===== src/sv/cvp_pkg.sv =====
// Shared types and constants for the code/value command parser.
// No dependencies; every other file depends on this package.
`default_nettype none

package cvp_pkg;

  // Character codes
  localparam logic [7:0] CharZero  = 8'h30;
  localparam logic [7:0] CharNine  = 8'h39;
  localparam logic [7:0] CharComma = 8'h2C;

  // Length limits
  localparam logic [3:0] LenMin     = 4'd3;
  localparam logic [3:0] LenMax     = 4'd9;
  localparam logic [1:0] CodeLenMax = 2'd2;

  // Saturation points
  localparam logic [3:0]  CountSat = 4'd15;
  localparam logic [1:0]  CommaSat = 2'd3;
  localparam logic [1:0]  DigitSat = 2'd3;
  localparam logic [6:0]  CodeSat  = 7'd127;
  localparam logic [23:0] ValueSat = 24'hFF_FFFF;

  // Status codes
  localparam logic [2:0] StatusOk        = 3'd0;
  localparam logic [2:0] StatusBadLength = 3'd1;
  localparam logic [2:0] StatusBadChar   = 3'd2;
  localparam logic [2:0] StatusCommas    = 3'd3;
  localparam logic [2:0] StatusCodeLen   = 3'd4;

  typedef struct packed {
    logic [7:0] character;
    logic       is_last;
  } cvp_in_t;

  typedef struct packed {
    logic [2:0]  status;
    logic [6:0]  code;
    logic [23:0] value;
    logic        code_is_zero;
  } cvp_out_t;

  // Result handed from the parse core to the output stage
  typedef struct packed {
    logic     valid;
    cvp_out_t data;
  } cvp_res_t;

endpackage

`default_nettype wire


===== src/sv/cvp_if.sv =====
// Valid/ready channel interfaces for the command parser.
// Depends on cvp_pkg for the payload types.
`default_nettype none

interface cvp_in_if;
  logic             valid;
  logic             ready;
  cvp_pkg::cvp_in_t data;

  modport source (output valid, output data, input ready);
  modport sink   (input valid, input data, output ready);
endinterface

interface cvp_out_if;
  logic              valid;
  logic              ready;
  cvp_pkg::cvp_out_t data;

  modport source (output valid, output data, input ready);
  modport sink   (input valid, input data, output ready);
endinterface

`default_nettype wire


===== src/sv/code_value_command_parser.sv =====
// Top level of the code/value command parser: parse core plus output register
// with skid stage. Depends on cvp_pkg, cvp_if and cvp_core.
//
//   Port    Dir  Payload                              Transaction
//   in_i    in   character[7:0], is_last              one character
//   out_o   out  status, code, value, code_is_zero    one result per string
//
// One character per cycle while the skid slot is empty; a string's result is
// registered (skid slot if the output stalls) once its last character is taken.
// Reset clears all counters, accumulators and both output slot valid flags.
// A stalled output fills the skid slot; input ready drops only while it is full.
`default_nettype none

module code_value_command_parser (
  input  wire logic clk_i,
  input  wire logic rst_ni,
  cvp_in_if.sink    in_i,
  cvp_out_if.source out_o
);
  import cvp_pkg::*;

  logic     accept;
  logic     pop;
  cvp_res_t res;

  logic     out_valid_q;
  cvp_out_t out_data_q;
  logic     skid_valid_q;
  cvp_out_t skid_data_q;

  assign in_i.ready = !skid_valid_q;
  assign accept     = in_i.valid && !skid_valid_q;
  assign pop        = out_valid_q && out_o.ready;

  cvp_core u_core (
    .clk_i    (clk_i),
    .rst_ni   (rst_ni),
    .accept_i (accept),
    .item_i   (in_i.data),
    .res_o    (res)
  );

  // Output slot control: drain skid first, else take the new result
  always_ff @(posedge clk_i or negedge rst_ni) begin
    if (!rst_ni) begin
      out_valid_q  <= 1'b0;
      skid_valid_q <= 1'b0;
    end else begin
      if (skid_valid_q) begin
        if (pop) begin
          skid_valid_q <= 1'b0;
        end
      end else if (res.valid) begin
        if (!out_valid_q || pop) begin
          out_valid_q <= 1'b1;
        end else begin
          skid_valid_q <= 1'b1;
        end
      end else if (pop) begin
        out_valid_q <= 1'b0;
      end
    end
  end

  // Output slot payloads
  always_ff @(posedge clk_i) begin
    if (skid_valid_q) begin
      if (pop) out_data_q <= skid_data_q;
    end else if (res.valid) begin
      if (!out_valid_q || pop) begin
        out_data_q <= res.data;
      end else begin
        skid_data_q <= res.data;
      end
    end
  end

  assign out_o.valid = out_valid_q;
  assign out_o.data  = out_data_q;

endmodule

`default_nettype wire


===== src/sv/cvp_core.sv =====
// Parse core: per-string counters and decimal accumulators, status decode.
// Depends on cvp_pkg.
`default_nettype none

module cvp_core (
  input  wire logic             clk_i,
  input  wire logic             rst_ni,
  input  wire logic             accept_i,
  input  wire cvp_pkg::cvp_in_t item_i,
  output cvp_pkg::cvp_res_t     res_o
);
  import cvp_pkg::*;

  logic [3:0]  char_count_q, char_count_d;
  logic [1:0]  comma_count_q, comma_count_d;
  logic        bad_char_q, bad_char_d;
  logic [1:0]  digit_count_q, digit_count_d;
  logic [6:0]  code_acc_q, code_acc_d;
  logic [23:0] value_acc_q, value_acc_d;

  logic        is_comma;
  logic        is_digit;
  logic [3:0]  digit;
  logic [10:0] code_mul;
  logic [27:0] value_mul;
  logic [2:0]  status;

  // Classify the character and form the times-ten sums
  always_comb begin
    is_comma  = (item_i.character == CharComma);
    is_digit  = (item_i.character >= CharZero) && (item_i.character <= CharNine);
    digit     = 4'(item_i.character - CharZero);
    code_mul  = {code_acc_q, 3'b000} + {2'b00, code_acc_q, 1'b0} + {7'd0, digit};
    value_mul = {1'b0, value_acc_q, 3'b000} + {3'b000, value_acc_q, 1'b0}
              + {24'd0, digit};
  end

  // Advance the counters and accumulators for this character
  always_comb begin
    char_count_d  = (char_count_q < CountSat) ? char_count_q + 4'd1 : char_count_q;
    comma_count_d = comma_count_q;
    bad_char_d    = bad_char_q;
    digit_count_d = digit_count_q;
    code_acc_d    = code_acc_q;
    value_acc_d   = value_acc_q;
    if (is_comma) begin
      if (comma_count_q < CommaSat) comma_count_d = comma_count_q + 2'd1;
    end else if (is_digit) begin
      if (comma_count_q == 2'd0) begin
        if (digit_count_q < DigitSat) digit_count_d = digit_count_q + 2'd1;
        code_acc_d = (code_mul > 11'(CodeSat)) ? CodeSat : code_mul[6:0];
      end else if (comma_count_q == 2'd1) begin
        value_acc_d = (value_mul > 28'(ValueSat)) ? ValueSat : value_mul[23:0];
      end
    end else begin
      bad_char_d = 1'b1;
    end
  end

  // Decode status from the updated state, first failing check wins
  always_comb begin
    if (char_count_d < LenMin || char_count_d > LenMax) begin
      status = StatusBadLength;
    end else if (bad_char_d) begin
      status = StatusBadChar;
    end else if (comma_count_d > 2'd1) begin
      status = StatusCommas;
    end else if (comma_count_d == 2'd0 || digit_count_d < 2'd1
                 || digit_count_d > CodeLenMax) begin
      status = StatusCodeLen;
    end else begin
      status = StatusOk;
    end
  end

  assign res_o.valid             = accept_i && item_i.is_last;
  assign res_o.data.status       = status;
  assign res_o.data.code         = code_acc_d;
  assign res_o.data.value        = value_acc_d;
  assign res_o.data.code_is_zero = (code_acc_d == 7'd0);

  // Hold state between characters, clear after the last one
  always_ff @(posedge clk_i or negedge rst_ni) begin
    if (!rst_ni) begin
      char_count_q  <= '0;
      comma_count_q <= '0;
      bad_char_q    <= 1'b0;
      digit_count_q <= '0;
      code_acc_q    <= '0;
      value_acc_q   <= '0;
    end else if (accept_i) begin
      if (item_i.is_last) begin
        char_count_q  <= '0;
        comma_count_q <= '0;
        bad_char_q    <= 1'b0;
        digit_count_q <= '0;
        code_acc_q    <= '0;
        value_acc_q   <= '0;
      end else begin
        char_count_q  <= char_count_d;
        comma_count_q <= comma_count_d;
        bad_char_q    <= bad_char_d;
        digit_count_q <= digit_count_d;
        code_acc_q    <= code_acc_d;
        value_acc_q   <= value_acc_d;
      end
    end
  end

endmodule

`default_nettype wire


===== src/flat_wrapper.sv =====
// flat-port wrapper written by rule: the top's interface ports become plain ports
module code_value_command_parser_flat import cvp_pkg::*;
  (clk_i, rst_ni, in_i_valid, in_i_data, in_i_ready, out_o_valid, out_o_data, out_o_ready);
  cvp_in_if in_i_i ();
  cvp_out_if out_o_i ();
  input  wire logic clk_i;
  input  wire logic rst_ni;
  input wire logic [$bits(in_i_i.valid)-1:0] in_i_valid;
  input wire logic [$bits(in_i_i.data)-1:0] in_i_data;
  output wire logic [$bits(in_i_i.ready)-1:0] in_i_ready;
  output wire logic [$bits(out_o_i.valid)-1:0] out_o_valid;
  output wire logic [$bits(out_o_i.data)-1:0] out_o_data;
  input wire logic [$bits(out_o_i.ready)-1:0] out_o_ready;
  assign in_i_i.valid = in_i_valid;
  assign in_i_i.data = in_i_data;
  assign in_i_ready = in_i_i.ready;
  assign out_o_valid = out_o_i.valid;
  assign out_o_data = out_o_i.data;
  assign out_o_i.ready = out_o_ready;
  code_value_command_parser u_core (.clk_i(clk_i), .rst_ni(rst_ni), .in_i(in_i_i), .out_o(out_o_i));
endmodule

===== config.mk =====
export PLATFORM = sky130hd
export DESIGN_NAME = code_value_command_parser_flat
export DESIGN_NICKNAME = d
export VERILOG_FILES = /design/src/sv/cvp_pkg.sv /design/src/sv/cvp_if.sv /design/src/sv/code_value_command_parser.sv /design/src/sv/cvp_core.sv /design/src/flat_wrapper.sv
export SDC_FILE = /design/constraint.sdc
export NUM_CORES = 1
export LEC_CHECK = 0
export ABC_AREA = 1
export BUFFER_PORTS_ARGS = -buffer_cell sky130_fd_sc_hd__buf_2
export CAP_MARGIN = 40
export CORE_ASPECT_RATIO = 0.75
export CORE_MARGIN = 4
export CORE_UTILIZATION = 46
export CTS_CLUSTER_SIZE = 30
export DETAILED_ROUTE_END_ITERATION = 10
export PLACE_DENSITY = 0.65
export SYNTH_ARGS = -nofsm -noshare
export SYNTH_HDL_FRONTEND = slang
export SYNTH_SLANG_ARGS = --single-unit

===== constraint.sdc =====
create_clock -name clk_i -period 3.8 [get_ports clk_i]
set_input_delay 0.57 -clock clk_i [delete_from_list [all_inputs] [get_ports clk_i]]
set_output_delay 0.57 -clock clk_i [all_outputs]
set_load 0.02 [all_outputs]

==> flow_metrics.env <==
export IMPL_cts_setup_buffers=0
export IMPL_die_h_um=121
export IMPL_antenna_found_initial=0
export IMPL_vias_per_cell=5.13
export IMPL_synth_distinct_cells=28
export IMPL_cap_violations=0
export IMPL_cts_root_buf="clkbuf_16"
export IMPL_pin_count=50
export IMPL_p_int_mw=2.24
export IMPL_synthTopCellsByCount="nand2_1 (371), inv_1 (162), nand3_1 (113)"
export IMPL_yosysWarnings=0
export IMPL_cts_reportedPaths_clkPinSlew_ps=80
export IMPL_ys_ff_latch=112
export IMPL_arrival_ps=3220
export IMPL_overflow=0
export IMPL_globalplace_congestion=0.896
export IMPL_htreeDepth=3
export IMPL_port_buffers=49
export IMPL_p_leak_nw=4.95
export IMPL_fin_skew_ps=14.6
export IMPL_tightest_slew_ps=806
export IMPL_drc=0
export IMPL_fin_ws_ps=697
export IMPL_synthesis_nets=1135
export IMPL_setup_viol=0
export IMPL_synth_edff_count=70
export IMPL_layout_drive_gt1_share=0.0980
export IMPL_nNetsFinal=1186
export IMPL_reg2reg_slack_ps=700
export IMPL_nFillCells=1543
export IMPL_power_frac_seq=0.460
export IMPL_synth_area_leader_cell="edfxtp_1"
export IMPL_grt_start_max_net_pins=44
export IMPL_design_die_area_um2=19100
export IMPL_dp_hpwl_mm=14.5
export IMPL_p_sw_mw=1.22
export IMPL_hold_class="in -> async"
export IMPL_postLayoutCoreUtil=0.529
export IMPL_critPathLaunchType="register"
export IMPL_cts_buffers=9
export IMPL_synth_seq_area_share=0.406
export IMPL_die_w_um=158
export IMPL_cts_sinks=112
export IMPL_worstPathRequired_ps=3920
export IMPL_ant_nets=0
export IMPL_cp_max_fo=24
export IMPL_place_ws_ps=407
export IMPL_rows=40
export IMPL_power_frac_comb=0.277
export IMPL_clockBufferDepth=2
export IMPL_wl_per_cell_um=14.7
export IMPL_n_antenna_cell=0
export IMPL_rsz0062_at_grt="false"
export IMPL_cts_hold_buf=0
export IMPL_timing_slew_headroom=0.461
export IMPL_grt_pass1_vias=6243
export IMPL_async_flop_share=0.375
export IMPL_maxSlewViolCount=0
export IMPL_clk_latency_ps=360
export IMPL_p_per_area_nw_per_um2=402
export IMPL_vias=6778
export IMPL_cts_tree="built"
export IMPL_hold_viol=0
export IMPL_fin_tns_setup_ps=0
export IMPL_min_period_over_period=0.816
export IMPL_netSwitchingFraction=0.352
export IMPL_ir_worst_vdd_v=0.000623
export IMPL_syn_inst=1056
export IMPL_initial_utilization=0.478
export IMPL_syn_to_final_growth_pct=10.7
export IMPL_cts_resized=0
export IMPL_cp_end_kind="register"
export IMPL_whs_ps=73.2
export IMPL_grt_pass1_wl_mm=31.9
export IMPL_synth_most_common_cell="nand2_1"
export IMPL_status="finished, final reports clean"
export IMPL_drt_wl_total_mm=19.5
export IMPL_syn_area_um2=7770
export IMPL_drt_iter0_markers=608
export IMPL_fmax_mhz=322
export IMPL_synth_top_cell_area_share=0.271
export IMPL_worstSetupPathType="reg -> reg"
export IMPL_fin_crit_ps=3100
export IMPL_power_frac_clock=0.263
export IMPL_avgSynthCellArea_um2=7.36
export IMPL_synth_area_top_cells="edfxtp_1 (27%), nand2_1 (18%), dfrtp_1 (14%)"
export IMPL_design_core_area_um2=16300
export IMPL_dr_pass1_iters=6
export IMPL_synth_ff_type="edfxtp_1"
export IMPL_globalRouteTotalUtil=0.209
[final timing paths]
kind | start | end | cells past startpoint
min | rst_ni | u_core.u_core.char_count_q[0] | 1
min in group clk_i | u_core.skid_data_q[19] | u_core.out_o.data[19] | 2
min reg2reg | u_core.skid_data_q[19] | u_core.out_o.data[19] | 2
max reg2reg | u_core.u_core.value_acc_q[0] | u_core.out_o.data[22] | 15
max | u_core.u_core.value_acc_q[0] | u_core.out_o.data[22] | 15
max in group asynchronous | rst_ni | u_core.u_core.value_acc_q[8] | 2
[cell usage in the layout, fill, tap and decap left out, drive strengths merged]
| cell | n |
|---|---|
| clkinvlp | 1 |
| a211oi | 1 |
| nor3 | 5 |
| clkbuf | 10 |
| or2 | 26 |
| and3 | 1 |
| o21ai | 20 |
| nand3b | 2 |
| inv | 164 |
| xor2 | 11 |
| nand4 | 12 |
| a21o | 1 |
| and2 | 4 |
| dfrtp | 42 |
| nand2 | 371 |
| o21bai | 2 |
| buf | 64 |
| fa | 4 |
| nand3 | 113 |
| a22oi | 1 |
| ha | 62 |
| edfxtp | 70 |
| a21oi | 27 |
| o22ai | 11 |
| nor2 | 84 |
| clkinv | 3 |
[layer usage]
layer	part of all wire	wire, um	track usage
met1	0.51	10000	0.331
met2	0.41	7930	0.297
met3	0.065	1260	0.0333
met4	0.014	267	0.0469
met5	0	0	0
[sequential cells by signal, summed over array words and instances, names as in the netlist]
name,cells
u_core.u_core.value_acc_q,24
u_core.skid_data_q,35
u_core.out_o.valid,1
u_core.u_core.char_count_q,4
u_core.u_core.comma_count_q,2
u_core.u_core.digit_count_q,2
u_core.out_o.data,35
u_core.skid_valid_q,1
u_core.u_core.code_acc_q,7
u_core.u_core.bad_char_q,1
[through the flow]
stage | total power, mW | cell area (um^2) | instances
floorplan | 2.23 | 7770 | 1056
global placement | 2.56 | 8310 | 1305
detailed placement | 2.58 | 8330 | 1306
CTS | 3.48 | 8600 | 1322
global route | 3.64 | 8600 | 1322
finish | 3.46 | 8600 | 1322
[worst max-delay path, cell delays in order (launching register included)]
cell and delay [ps]:
dfrtp_1 430, fa_1 520, fa_1 490, nand2_1 110, nand3_1 100, nand3_1 80, nand2_1 140, nand2_1 120
nand3_1 80, nand2_1 70, nand2_1 80, nor2_4 130, buf_12 180, nand3_1 170, nand3_1 110, nand2_1 50
[cell type report]
| type | instances | area [um^2] | share of cell area |
|---|---|---|---|
| sequential | 112 | 3150 | 0.367 |
| inverter | 162 | 608 | 0.0707 |
| tap | 210 | 263 | 0.0306 |
| timing repair buffer | 64 | 395 | 0.0460 |
| multi-input combinational | 758 | 3910 | 0.455 |
| clock inverter | 6 | 42.5 | 0.00495 |
| clock buffer | 10 | 229 | 0.0266 |
[power groups by stage]
stage,registers (mW),clock network (mW),logic (mW)
after floorplan,1.75,0,0.486
after global placement,1.62,0,0.947
after detailed placement,1.61,0,0.963
after CTS,1.59,0.925,0.966
after global routing,1.61,0.968,1.07
final,1.59,0.909,0.957
[cell families after synthesis]
kind of cell             share of synthesized area
buffers and inverters                       0.0931
AND/OR/NAND/NOR                              0.334
XOR/XNOR                                    0.0124
adder cells (fa/ha/maj)                      0.110
AO/OA/AOI/OAI                               0.0440
flip-flops                                   0.406
(Power assumes the default switching activity.)
